<file path="src/fib_pkg.sv">
`default_nettype none
package fib_pkg;

  // Field widths fixed by the interface
  localparam int VERTEX_BITS = 20;
  localparam int EDGE_W      = 6;
  localparam int FILL_W      = 15;
  localparam int SLOT_W      = 14;

  // Legal batch limit range; register values outside are clamped
  localparam logic [FILL_W-1:0] LIMIT_MIN = 15'd96;
  localparam logic [FILL_W-1:0] LIMIT_MAX = 15'd16384;

  // Result kinds
  localparam logic KIND_TRI   = 1'b0;
  localparam logic KIND_FLUSH = 1'b1;

  typedef struct packed {
    logic [VERTEX_BITS-1:0] first_vertex;
    logic [EDGE_W-1:0]      num_edges;
    logic                   chain_end;
  } in_item_t;

  typedef struct packed {
    logic                   kind;
    logic [SLOT_W-1:0]      slot;
    logic [VERTEX_BITS-1:0] corner_a;
    logic [VERTEX_BITS-1:0] corner_b;
    logic [VERTEX_BITS-1:0] corner_c;
    logic [FILL_W-1:0]      flush_count;
    logic                   last;
  } out_item_t;

  typedef enum logic [1:0] {
    ST_IDLE,
    ST_PRE,
    ST_TRI,
    ST_POST
  } fib_state_t;

  // Sequencer commands to the fan unit
  typedef struct packed {
    logic load;
    logic step;
    logic clr;
  } fib_ctl_t;

  // Fan unit status to the sequencer
  typedef struct packed {
    logic acc_pre;
    logic acc_tris;
    logic cnt_zero;
    logic cnt_one;
    logic fill_zero;
  } fib_stat_t;

endpackage
`default_nettype wire

</file>
<file path="src/fib_fan_unit.sv">
`default_nettype none
module fib_fan_unit #(
  parameter int MAX_EDGES = 32
) (
  input  wire logic                               clk,
  input  wire logic                               rst_n,
  input  wire fib_pkg::in_item_t                  in_data,
  input  wire logic [fib_pkg::FILL_W-1:0]         limit,
  input  wire fib_pkg::fib_ctl_t                  ctl,
  output fib_pkg::fib_stat_t                      stat,
  output logic [fib_pkg::FILL_W-1:0]              fill,
  output logic [fib_pkg::VERTEX_BITS-1:0]         vtx_a,
  output logic [fib_pkg::VERTEX_BITS-1:0]         vtx_b,
  output logic [fib_pkg::VERTEX_BITS-1:0]         vtx_c
);
  import fib_pkg::*;

  localparam int TRI_W  = $clog2(MAX_EDGES);
  localparam int NEED_W = TRI_W + 2;

  logic [FILL_W-1:0]      fill_r, fill_nxt;
  logic [TRI_W-1:0]       cnt_r, cnt_nxt;
  logic [VERTEX_BITS-1:0] first_r, first_nxt;
  logic [VERTEX_BITS-1:0] vtx_r, vtx_nxt;

  logic [EDGE_W-1:0]      edges_c;
  logic [TRI_W-1:0]       tris_c;
  logic [NEED_W-1:0]      need_c;
  logic [FILL_W-1:0]      lim_c;
  logic [FILL_W:0]        sum_c;
  logic [VERTEX_BITS-1:0] vtx_inc;

  // Size the incoming polygon and test it against the batch limit
  always_comb begin
    edges_c = (in_data.num_edges > EDGE_W'(MAX_EDGES)) ? EDGE_W'(MAX_EDGES)
                                                        : in_data.num_edges;
    tris_c  = (edges_c >= EDGE_W'(3)) ? TRI_W'(edges_c - EDGE_W'(2)) : '0;
    need_c  = NEED_W'({tris_c, 1'b0}) + NEED_W'(tris_c);
    if (limit < LIMIT_MIN) begin
      lim_c = LIMIT_MIN;
    end else if (limit > LIMIT_MAX) begin
      lim_c = LIMIT_MAX;
    end else begin
      lim_c = limit;
    end
    sum_c = {1'b0, fill_r} + (FILL_W+1)'(need_c);
  end

  // Shared vertex incrementer: third corner now, second corner next step
  assign vtx_inc = vtx_r + VERTEX_BITS'(1);

  always_comb begin
    stat.acc_pre   = (sum_c >= {1'b0, lim_c}) && (fill_r != '0);
    stat.acc_tris  = (tris_c != '0);
    stat.cnt_zero  = (cnt_r == '0);
    stat.cnt_one   = (cnt_r == TRI_W'(1));
    stat.fill_zero = (fill_r == '0);
  end

  // Load on a new polygon, advance one triangle per step, drop the fill on flush
  always_comb begin
    fill_nxt  = fill_r;
    cnt_nxt   = cnt_r;
    first_nxt = first_r;
    vtx_nxt   = vtx_r;
    if (ctl.load) begin
      first_nxt = in_data.first_vertex;
      vtx_nxt   = in_data.first_vertex + VERTEX_BITS'(1);
      cnt_nxt   = tris_c;
    end
    if (ctl.step) begin
      fill_nxt = fill_r + FILL_W'(3);
      vtx_nxt  = vtx_inc;
      cnt_nxt  = cnt_r - TRI_W'(1);
    end
    if (ctl.clr) begin
      fill_nxt = '0;
    end
  end

  always_ff @(posedge clk) begin
    if (!rst_n) begin
      fill_r <= '0;
      cnt_r  <= '0;
    end else begin
      fill_r <= fill_nxt;
      cnt_r  <= cnt_nxt;
    end
  end

  always_ff @(posedge clk) begin
    first_r <= first_nxt;
    vtx_r   <= vtx_nxt;
  end

  assign fill  = fill_r;
  assign vtx_a = first_r;
  assign vtx_b = vtx_r;
  assign vtx_c = vtx_inc;

endmodule
`default_nettype wire

</file>
<file path="src/fib_seq.sv">
`default_nettype none
module fib_seq (
  input  wire logic               clk,
  input  wire logic               rst_n,
  input  wire logic               in_valid,
  input  wire logic               in_chain_end,
  input  wire logic               adv,
  input  wire fib_pkg::fib_stat_t stat,
  output fib_pkg::fib_ctl_t       ctl,
  output logic                    busy,
  output logic                    emit,
  output logic                    emit_kind,
  output logic                    emit_last
);
  import fib_pkg::*;

  fib_state_t state_r, state_nxt;
  logic       chain_r, chain_nxt;

  always_ff @(posedge clk) begin
    if (!rst_n) begin
      state_r <= ST_IDLE;
      chain_r <= 1'b0;
    end else begin
      state_r <= state_nxt;
      chain_r <= chain_nxt;
    end
  end

  // Next state and commands
  always_comb begin
    state_nxt = state_r;
    chain_nxt = chain_r;
    ctl       = '0;
    emit      = 1'b0;
    emit_kind = KIND_TRI;
    emit_last = 1'b0;
    busy      = (state_r != ST_IDLE);
    case (state_r)
      ST_IDLE: begin
        if (in_valid) begin
          ctl.load  = 1'b1;
          chain_nxt = in_chain_end;
          if (stat.acc_pre) begin
            state_nxt = ST_PRE;
          end else if (stat.acc_tris) begin
            state_nxt = ST_TRI;
          end else if (in_chain_end && !stat.fill_zero) begin
            state_nxt = ST_POST;
          end
        end
      end
      ST_PRE: begin
        if (adv) begin
          emit      = 1'b1;
          emit_kind = KIND_FLUSH;
          ctl.clr   = 1'b1;
          emit_last = stat.cnt_zero;
          state_nxt = stat.cnt_zero ? ST_IDLE : ST_TRI;
        end
      end
      ST_TRI: begin
        if (adv) begin
          emit      = 1'b1;
          emit_kind = KIND_TRI;
          ctl.step  = 1'b1;
          emit_last = stat.cnt_one && !chain_r;
          if (stat.cnt_one) begin
            state_nxt = chain_r ? ST_POST : ST_IDLE;
          end
        end
      end
      ST_POST: begin
        if (adv) begin
          emit      = 1'b1;
          emit_kind = KIND_FLUSH;
          ctl.clr   = 1'b1;
          emit_last = 1'b1;
          state_nxt = ST_IDLE;
        end
      end
      default: begin
        state_nxt = ST_IDLE;
      end
    endcase
  end

endmodule
`default_nettype wire

</file>
<file path="src/fan_index_batcher_core.sv">
`default_nettype none
// Channel    Direction  Handshake             Payload
// in_        input      in_valid / in_stall   fib_pkg::in_item_t (one polygon)
// out_       output     out_valid / out_stall fib_pkg::out_item_t (triangle or flush)
// cfg_       input      cfg_we                cfg_data (batch limit)
//
// A polygon is taken while the core is idle; then, while the output is not
// stalled, its results leave one per cycle: an optional flush, one triangle
// per cycle from the shared vertex incrementer, an optional chain-end flush.
// The next polygon is taken once the last result sits in the output
// register. Reset (rst_n low, synchronous) empties the batch and sets the
// limit to 16384. Output stall freezes the sequencer.
module fan_index_batcher_core #(
  parameter int MAX_EDGES = 32
) (
  input  wire logic                         clk,
  input  wire logic                         rst_n,
  input  wire logic                         in_valid,
  output logic                              in_stall,
  input  wire fib_pkg::in_item_t            in_data,
  output logic                              out_valid,
  input  wire logic                         out_stall,
  output fib_pkg::out_item_t                out_data,
  input  wire logic                         cfg_we,
  input  wire logic [fib_pkg::FILL_W-1:0]   cfg_data
);
  import fib_pkg::*;

  logic [FILL_W-1:0]      limit_r;
  logic                   out_valid_r;
  out_item_t              out_data_r, out_data_nxt;
  logic                   adv, busy, emit, emit_kind, emit_last;
  fib_ctl_t               ctl;
  fib_stat_t              stat;
  logic [FILL_W-1:0]      fill;
  logic [VERTEX_BITS-1:0] vtx_a, vtx_b, vtx_c;

  // Batch limit register
  always_ff @(posedge clk) begin
    if (!rst_n) begin
      limit_r <= LIMIT_MAX;
    end else if (cfg_we) begin
      limit_r <= cfg_data;
    end
  end

  assign adv      = !out_valid_r || !out_stall;
  assign in_stall = busy;

  fib_seq u_seq (
    .clk          (clk),
    .rst_n        (rst_n),
    .in_valid     (in_valid),
    .in_chain_end (in_data.chain_end),
    .adv          (adv),
    .stat         (stat),
    .ctl          (ctl),
    .busy         (busy),
    .emit         (emit),
    .emit_kind    (emit_kind),
    .emit_last    (emit_last)
  );

  fib_fan_unit #(
    .MAX_EDGES (MAX_EDGES)
  ) u_fan (
    .clk     (clk),
    .rst_n   (rst_n),
    .in_data (in_data),
    .limit   (limit_r),
    .ctl     (ctl),
    .stat    (stat),
    .fill    (fill),
    .vtx_a   (vtx_a),
    .vtx_b   (vtx_b),
    .vtx_c   (vtx_c)
  );

  // Build the next result transaction; unused fields stay zero
  always_comb begin
    out_data_nxt      = '0;
    out_data_nxt.kind = emit_kind;
    out_data_nxt.last = emit_last;
    if (emit_kind == KIND_FLUSH) begin
      out_data_nxt.flush_count = fill;
    end else begin
      out_data_nxt.slot     = fill[SLOT_W-1:0];
      out_data_nxt.corner_a = vtx_a;
      out_data_nxt.corner_b = vtx_b;
      out_data_nxt.corner_c = vtx_c;
    end
  end

  // Output register: load on emit, drop valid once taken
  always_ff @(posedge clk) begin
    if (!rst_n) begin
      out_valid_r <= 1'b0;
    end else if (emit) begin
      out_valid_r <= 1'b1;
    end else if (!out_stall) begin
      out_valid_r <= 1'b0;
    end
  end

  always_ff @(posedge clk) begin
    if (emit) begin
      out_data_r <= out_data_nxt;
    end
  end

  assign out_valid = out_valid_r;
  assign out_data  = out_data_r;

endmodule
`default_nettype wire

</file>
<file path="config.mk">
export PLATFORM = sky130hd
export DESIGN_NAME = fan_index_batcher_core
export DESIGN_NICKNAME = d
export VERILOG_FILES = /design/src/fib_pkg.sv /design/src/fib_fan_unit.sv /design/src/fib_seq.sv /design/src/fan_index_batcher_core.sv
export SDC_FILE = /design/constraint.sdc
export NUM_CORES = 1
export LEC_CHECK = 0
export ABC_AREA = 0
export BUFFER_PORTS_ARGS = -buffer_cell sky130_fd_sc_hd__buf_2
export CAP_MARGIN = 20
export CORE_MARGIN = 4
export CORE_UTILIZATION = 47
export DETAILED_ROUTE_END_ITERATION = 10
export PLACE_DENSITY = 0.69
export SLEW_MARGIN = 25
export SYNTH_ARGS = -nofsm -noshare
export SYNTH_HDL_FRONTEND = slang
export SYNTH_HIERARCHICAL = 1
export SYNTH_SLANG_ARGS = --single-unit
</file>
<file path="constraint.sdc">
create_clock -name clk -period 5 [get_ports clk]
set_input_delay 0 -clock clk [delete_from_list [all_inputs] [get_ports clk]]
set_output_delay 0 -clock clk [all_outputs]
set_load 0.03 [all_outputs]
</file>
Yosys cells after proc, flatten, opt, wreduce, memory -nomap -nowiden
Index checks and enable logic that the tools add are counted.
- bits in registers: 170
- latch bits: 0
- RAM bits: 0
- bits in read-only memories: 0
- input port bits: 47
- output and inout bits: 93
- logic and storage cells: 89
- memories kept: 0
- add/subtract/negate cells: 7
- multiply operators: 0
- divide/modulo/power cells: 0
- $lt $le $gt $ge: 5
- eq/ne operators: 11
- shifts and indexed selects: 0
- multiplexer cells: 30
- bitwise gates (word level): 1
- reduce and logical (&&, ||, !) cells: 20
- operators with widths (cell ; number):
    $add 20x1->20 const B ; 2
    $mux 20 ; 2
    $mux 15 ; 2
    $mux 2 ; 10
    $add 15x7->16 ; 1
    $ge 16x15->1 ; 1
    $add 15x2->15 const B ; 1
    $gt 15x15->1 const B ; 1
    $logic_not 15->1 ; 1
    $lt 15x7->1 const B ; 1
    $mux 5 ; 3
    $reduce_bool 15->1 ; 1
    $mux 1 ; 10
    $ne 2x2->1 const B ; 4
    $pmux 2 s4 ; 1
    $add 6x5->7 ; 1
    $ge 6x2->1 const B ; 1
    $gt 6x6->1 const B ; 1
    $mux 6 ; 1
    $reduce_and 6->1 ; 1
    $eq 5x1->1 const B ; 1
    $logic_not 5->1 ; 1
    $reduce_bool 5->1 ; 1
    $sub 5x1->5 const B ; 1
    15 further kinds ; 24

Depth between registers and ports, before layout
Gate-level depths: netlist of run 1.
- word-level depth: 11
- gate-level depth with buffers: 23
- mapped depth without buffers: 23

By module
The synthesis of run 1 kept the hierarchy.
- by module, submodules not included (module ; instances ; cells each ; area each (um2) ; seq. area each (um2)):
    fib_fan_unit ; 1 ; 437 ; 4150.2 ; 1601.5
    fan_index_batcher_core ; 1 ; 241 ; 3952.5 ; 3052.9
    fib_seq ; 1 ; 41 ; 346.6 ; 60.1

Worst setup path after synthesis of run 1
OpenSTA, ideal clock, no wires.
- kind: register to register
- start: reg u_seq.state_r[0]
- end: reg out_data_r (netlist bit out_data[0]), enable pin
- library setup time: 0.554 ns
- data arrival time: 4.799 ns
- data required time: 4.446 ns
- setup slack: -0.353 ns
- stages on the path, launching flop included: 4
- path buffers: 0
- period minus slack after synthesis: 5.353 ns
- cell sequence: dfxtp_1 inv_1 ha_1 nor2b_1
- longest elaborated chain between the ends: 3
- elaborated cells on any way between the ends: 5
- those cells by class: eq/ne: 3; mux: 1; reduce/logical: 1
- ends and longest elaborated chain (what ; RTL line ; RTL):
    start: declaration ; fib_seq.sv:17 ; fib_state_t state_r, state_nxt;
    start signal: assignment ; fib_seq.sv:25 ; state_r <= state_nxt;
    $eq 2x1->1 or $eq 2x2->1 (tied branches) ; fib_seq.sv:39 ; case (state_r)
    $reduce_or 3->1 (no line) * ; n/a ;
    $mux 1 * ; n/a ;
    via emit ; fan_index_batcher_core.sv:32 ; logic adv, busy, emit, emit_kind, emit_last;
    end signal: assignment ; fan_index_batcher_core.sv:107 ; out_data_r <= out_data_nxt;
    end: declaration ; fan_index_batcher_core.sv:31 ; out_item_t out_data_r, out_data_nxt;
The timed path passes the listed nets; every way through them passes the cells marked *.
A chain may end at the register's enable or synchronous reset.

==> run_results.csv, run 1 <==
group,metric,value,unit
synthesis,synth_ff_type,"edfxtp_1",
grt,first_global_vias,5700,
sta,drv_slew,0,
die,coreArea,0.0175,mm^2
detailed_routing,wl_per_cell,15.7,um
layout,antenna_cells,0,
detailed_routing,totalWireLength,17800,um
worst_setup_path,worstPathMaxFanout,5,
sta,fin_skew,0.00980,ns
flow_run,maxCapViolCount,0,
die,dieArea,0.0202,mm^2
power,worst_ir_drop_vdd,364,uV
layout,fin_util,59.0,%
power,p_leak,4.08,nW
detailed_routing,vias_per_cell,5.13,
die,die_w,142,um
worst_setup_path,r2r_start,"u_fan/fill[1]",
synthesis,synthSimpleGateAreaFrac,19.8,%
sta,final.setup.tns,0,ns
synthesis,yosysTopAreaCellShare,46.6,%
worst_setup_path,crit_path_start_kind,"flop",
synthesis,synth_edf_count,131,
synthesis,synthMuxAreaShare,3.58,%
place,dp_slack,0.199,ns
sta,setup_viol,0,
worst_setup_path,max_stage_delay,0.54,ns
synthesis,synth_top_family_by_area,"simple AND/OR/NAND/NOR gates",
synthesis,syn_nets,807,
sta,setup_slack,0.433,ns
synthesis,async_flop_share,0,%
power,total_power,0.00641,W
detailed_routing,drcViolationCount,0,
die,die_height,142,um
synthesis,synth_top_cell_by_area,"edfxtp_1",
synthesis,synth.area.top_cells,"edfxtp_1 (47%), dfxtp_1 (9.2%), nor2b_1 (7.1%), ha_1 (5.3%), xnor2_1 (3.8%)",
grt,grt_pass1_wl,28700,um
synthesis,yosysUniqueCellTypes,58,
sta,report.final.hold_viol_count,0,
sta,max_freq,219,MHz
grt,antenna_found_initial,0,
sta,hold_ws,0.121,ns
synthesis,synth_common_cells,"edfxtp_1 (131), nor2b_1 (96), nand2_1 (58)",
synthesis,syn_area,0.00845,mm^2
synthesis,syn_area_per_cell,11.8,um^2
synthesis,yosysMostFrequentCell,"edfxtp_1",
worst_setup_path,critPathRequiredTime,5.34,ns
worst_setup_path,startpoint,"u_fan/fill[1]",
detailed_routing,vias,5819,
clock_tree,ctsRootBufferMaster,"clkbuf_16",
clock_tree,clk_pin_slew,0.07,ns
synthesis,netlist_instances,719,
grt,grt_usage,18.0,%
clock_tree,htreeDepth,4,
clock_tree,numCtsBuffers,17,
place,place_congestion,0.843,
synthesis,synthAdderAreaFrac,6.52,%
die,start_util,48.3,%
grt,grt_max_degree,90,
synthesis,yosys_warnings,6,
sta,slew_headroom,43.9,%
worst_setup_path,endpoint_kind,"flop",
clock_tree,clockBufferDepth,2,
synthesis,yosysSeqAreaShare,55.8,%
layout,fin_nets,985,
clock_tree,cts_tree,"done",
worst_setup_path,cpMaxStageDelayCell,"fa_1",
synthesis,ys_ff_latch,170,
detailed_routing,ant_nets,0,
die,rows,48,
worst_hold_path,hold_class,"input port to flop",
place,io_buffers,139,
worst_setup_path,arrival,4.91,ns
die,ios,140,
clock_tree,cts-resized-gates,0,
status,status,"completed",
sta,rsz0062_at_grt,"false",
synthesis,synth_xor_xnor_area_share,6.32,%
worst_setup_path,crit_path_cell_trace,"inv_1 > fa_1 > inv_1 > ha_1 > fa_1 > a211oi_1 > o21ai_0 > a21oi_1 > nor2_1 > xor2_1 > ha_1 > nand4_1 > nor2_1 > o21ai_0 > o221a_2 > o22ai_1 > o31ai_4 > a21oi_2 > mux2i_1",
power,powerDensity,622,mW/mm^2
sta,period_share,91.3,%
sta,tightest_slew,0.841,ns
place,dp_hpwl,12600,um
detailed_routing,first_pass_iters,5,
clock_tree,cts_sinks,170,
worst_hold_path,hp-start,"cfg_we",
synthesis,synth-compound-area-share,5.30,%
layout,drive_above_1_share,22.2,%
grt,grt_remaining_overflow,0,
sta,min_period,4.57,ns
clock_tree,clk_latency,0.42,ns
layout,area_growth,22.0,%
detailed_routing,initialDrtViolationCount,314,
worst_setup_path,setup.worst_path.class,"flop to flop",
## logic make-up (layout without fill, tap and decap cells)
group	count (synthesis)	count (layout)
AO/OA/AOI/OAI	70	70
XOR/XNOR	61	61
adder cells (fa/ha/maj)	41	41
buffers and inverters	48	239
flip-flops	170	170
multiplexers	29	29
AND/OR/NAND/NOR	300	300
## routing by layer
layer | track usage, % | routed length [um]
met5 | 0 | 0
met4 | 5.56 | 259
met3 | 3.73 | 898
met2 | 31.8 | 9050
met1 | 22.1 | 7640
## final timing paths
path	endpoint	depth (start not counted)	slack (ns)
worst min register to register	u_seq/state_r[1]	2	0.52
worst min-delay path	limit_r[8]	3	0.12
worst max register to register	u_seq/state_r[1]	19	0.43
worst max-delay path	u_seq/state_r[1]	19	0.43
## per-stage QoR
step                      std cells  instance area, um^2
after global routing           1135                10300
after CTS                      1135                10300
final                          1135                10300
after detailed placement       1063                 9330
after global placement         1063                 9330
after floorplan                 719                 8450
## cell usage in the layout (no fill, tap or decap), drive strengths merged, types with 3 or more instances in the layout
cell | netlist | routed
o21ai | 22 | 22
a21o | 3 | 3
o21a | 3 | 3
clkinv | 1 | 3
nand4 | 10 | 10
nand2 | 58 | 58
nand3 | 30 | 30
dlygate4sd3 | 0 | 40
fa | 5 | 5
a21oi | 24 | 24
nand2b | 7 | 7
nor3 | 12 | 12
inv | 23 | 27
and2 | 21 | 21
or4 | 4 | 4
nor2b | 97 | 97
xnor2 | 37 | 37
mux2 | 10 | 10
nor3b | 3 | 3
mux2i | 19 | 19
buf | 14 | 143
clkbuf | 10 | 20
or3 | 3 | 3
nor2 | 34 | 34
and3 | 7 | 7
ha | 36 | 36
nor4 | 8 | 8
clkinvlp | 0 | 4
dfxtp | 39 | 39
xor2 | 24 | 24
a211oi | 6 | 6
edfxtp | 131 | 131
## worst max-delay path: cells and delay by family, from the launching register on
kind / cells / cell delay [ns]
AOI/OAI and AO/OA: 8 / 1.76
and+or+nand+nor: 3 / 0.30
DFF: 1 / 0.40
adders and majority gates: 4 / 1.51
xor gates and xnor gates: 1 / 0.16
muxes: 1 / 0.21
buffers and inverters: 2 / 0.16
## flip-flops by register name, indices dropped and copies added (netlist names)
| name | cells |
|---|---|
| limit_r | 15 |
| out_data | 91 |
| out_valid | 1 |
| u_fan/cnt_r | 5 |
| u_fan/fill | 15 |
| u_fan/vtx_a | 20 |
| u_fan/vtx_b | 20 |
| u_seq/chain_r | 1 |
| u_seq/state_r | 2 |
## final cells by class
| type | instances | area (um^2) |
|---|---|---|
| multi-input combinational | 501 | 3520 |
| clock inverter | 12 | 139 |
| inverter | 24 | 90.1 |
| clock buffer | 20 | 437 |
| timing repair buffer | 183 | 1130 |
| tap | 225 | 282 |
| fill | 1435 | 7170 |
| sequential | 170 | 4710 |
## timing repair
item,4_1_cts,5_1_grt
hold buffers,40,0
buffers inserted,0,0
endpoints found under the hold margin,42,0
## power by group
group / internal (W) / switching (W)
Clock: 0.000742 / 0.000548
Sequential: 0.00231 / 0.000258
Combinational: 0.000792 / 0.00176
Total: 0.00385 / 0.00256
Power figures use the tool's default switching activity.
==> inputs of run 2 (changes only) <==
ABC_CLOCK_PERIOD_IN_PS = 3800   (was not set)
CTS_CLUSTER_DIAMETER = 120   (was not set)
clock period = 3.8 ns   (was 5 ns; I/O delays follow)
==> run 2 against run 1 <==
  * The flow now finishes with violations (negative setup slack)
  * Register-to-register slack got worse by 0.47 ns
  * Critical path depth rose by 2
  * Cell count rose by 2.7%
  * Sequential share of layout area fell by 1.6 points
  * Flip-flop and latch count did not move
  * Clock power rose by 32%
  * Sequential power rose by 30%
  * Combinational power rose by 40%
  * Die area did not move
  * Clock skew fell by 0.0026 ns
  * Worst hold slack got worse by 0.095 ns
  * Core utilization rose by 2.1 points
==> run_results.csv, run 2 (same netlist as run 1, synthesis figures left out) <==
group,metric,value,unit
detailed_routing,vias_per_cell,5.01,
die,dieArea,0.0202,mm^2
clock_tree,clk_pin_slew,0.07,ns
die,coreArea,0.0175,mm^2
power,p_comb_share,41.3,%
grt,grt_use_met1,23.3,%
flow_run,maxCapViolCount,0,
worst_setup_path,crit_path_cell_trace,"buf_6 > or4_4 > a21oi_4 > buf_4 > nor2_2 > fa_1 > ha_4 > o21a_1 > a2111oi_4 > nor3_2 > nand2_1 > xnor2_1 > ha_1 > a21oi_2 > nand2_1 > a21oi_2 > o221a_2 > o22ai_4 > o31ai_4 > a21oi_2 > mux2i_1",
grt,grt-busiest-layer,"met2",
place,dp_hpwl,13100,um
grt,grtUsageMet2,32.8,%
detailed_routing,drcViolationCount,0,
sta,slew_headroom,48.0,%
layout,regArea,0.00472,mm^2
detailed_routing,totalWireLength,18600,um
detailed_routing,ant_nets,0,
worst_setup_path,worstPathMaxFanout,5,
place,io_buffers,139,
layout,fin_nets,1016,
die,rows,48,
detailed_routing,wl_per_cell,16.0,um
place,place_congestion,0.851,
power,swShare,41.1,%
status,violations,"negative setup slack",
die,die_w,142,um
grt,grt_usage,18.7,%
sta,period_share,102,%
die,die_height,142,um
layout,drive_above_1_share,27.3,%
power,net-switching-power,0.00354,W
grt,use_met3,4.07,%
layout,stdcell_count,1166,
worst_setup_path,arrival,4.20,ns
detailed_routing,initialDrtViolationCount,278,
grt,antenna_found_initial,0,
power,p_leak,4.27,nW
die,start_util,48.3,%
place,place_area,0.00958,mm^2
worst_setup_path,setup.worst_path.class,"input port to flop",
worst_hold_path,hold_class,"input port to flop",
clock_tree,numCtsBuffers,17,
layout,fin_util,61.1,%
sta,rsz0062_at_grt,"true",
place,dp_cells,1086,
grt,first_global_vias,5826,
worst_setup_path,startpoint,"in_data[5]",
layout,layout_common_cells,"buf_2 (138), edfxtp_1 (131), nor2b_1 (94)",
grt,grt_max_degree,58,
sta,report.final.hold_viol_count,0,
worst_setup_path,max_stage_delay,0.53,ns
worst_setup_path,endpoint_kind,"flop",
layout,layout_commonest_cell,"buf_2",
grt,grt_remaining_overflow,0,
die,ios,140,
layout,multiInputGateArea,0.00365,mm^2
sta,hold_ws,0.0255,ns
worst_hold_path,hp-start,"rst_n",
layout,num-fill-cells,1415,
clock_tree,cts_tree,"done",
grt,grt_pass1_wl,29800,um
worst_setup_path,critPathRequiredTime,4.12,ns
detailed_routing,first_pass_iters,4,
layout,antenna_cells,0,
clock_tree,htreeDepth,4,
sta,fin_skew,0.00719,ns
sta,drv_slew,0,
sta,setup_viol,2,
clock_tree,clk_latency,0.43,ns
worst_setup_path,crit_family,"compound AO/OA/AOI/OAI gates",
power,powerDensity,806,mW/mm^2
status,status,"finished, violations left",
clock_tree,clockBufferDepth,2,
detailed_routing,vias,5845,
worst_setup_path,cpMaxStageDelayCell,"or4_4",
worst_setup_path,r2r_start,"u_fan/fill[1]",
sta,min_period,3.88,ns
power,clkPwrFrac,19.7,%
layout,final_area,0.0107,mm^2
worst_setup_path,crit_top_cell,"a21oi_2",
layout,area_growth,26.4,%
power,worst_ir_drop_vdd,443,uV
worst_setup_path,crit_path_start_kind,"input port",
layout,largest_register_ff_count,91,
worst_setup_path,cp.buffers_inverters,2,
sta,max_freq,258,MHz
sta,setup_slack,-0.0797,ns
clock_tree,ctsRootBufferMaster,"clkbuf_16",
sta,tightest_slew,0.773,ns
clock_tree,cts_sinks,170,
power,p_int,0.00507,W
power,seq_power_share,39.0,%
## run 2: cell count changes in the layout (fill, tap and decap cells not counted), moves of 3 or more
| cell | change |
|---|---|
| clkbuf_1 | -3 |
| o21ai_0 | -3 |
| a21oi_1 | -3 |
| ha_1 | -3 |
| o21ai_1 | +3 |
| buf_4 | +32 |
| inv_8 | +5 |
## run 2: what timing repair did
action                                  CTS  global route
setup buffers                             8             1
endpoints found under the hold margin    40             0
endpoints found under the setup margin    2             2
gates cloned                              0             0
resized for setup                         9             5
pin swaps                                20            12
hold buffers                             39             0
## run 2: metal layers
| metal | vias up | share of wire [%] |
|---|---|---|
| li1 | 2952 | - |
| met1 | 2731 | 43 |
| met2 | 141 | 51 |
| met3 | 21 | 5.1 |
| met4 | 0 | 1.4 |
| met5 | - | 0 |
## run 2: metrics by stage
stage               setup TNS (ns)  setup slack (ns)  total power [W]
detailed placement          -0.978            -0.489          0.00689
global route                -0.452            -0.227          0.00910
floorplan                   -0.223            -0.112          0.00589
global placement            -0.849            -0.425          0.00681
finish                      -0.156           -0.0797          0.00861
CTS                        -0.0299           -0.0198          0.00866
## run 2: final cells by class
| type | count | share of cell area (%) |
|---|---|---|
| Clock inverter | 15 | 1.39 |
| Sequential cell | 170 | 44.2 |
| Multi-Input combinational cell | 501 | 34.2 |
| Clock buffer | 17 | 3.98 |
| Timing Repair Buffer | 214 | 12.8 |
| Tap cell | 225 | 2.64 |
| Inverter | 24 | 0.844 |
## run 2: final timing paths
| path | end | slack, ns | cells past startpoint |
|---|---|---|---|
| hold reg to reg | u_seq/state_r[1] | 0.51 | 2 |
| setup / recovery | u_seq/state_r[0] | -0.08 | 21 |
| setup reg to reg | u_seq/state_r[0] | -0.04 | 19 |
| hold / removal | u_fan/cnt_r[1] | 0.03 | 3 |
## run 2: worst reg2reg max path: cells and delay by family (launching register included)
kind,cells,cell delay (ns)
compound gates,8,1.61
xor+xnor,1,0.09
simple gates,3,0.31
buf+inv,3,0.23
fa+ha+maj,3,1.05
flops,1,0.33
mux,1,0.12
## run 2: power groups by stage
stage,registers [W],logic (W),clock network [W]
floorplan,0.00436,0.00153,0
global placement,0.00339,0.00343,0
detailed placement,0.00340,0.00349,0
CTS,0.00336,0.00358,0.00172
global route,0.00343,0.00387,0.00181
finish,0.00335,0.00356,0.00170
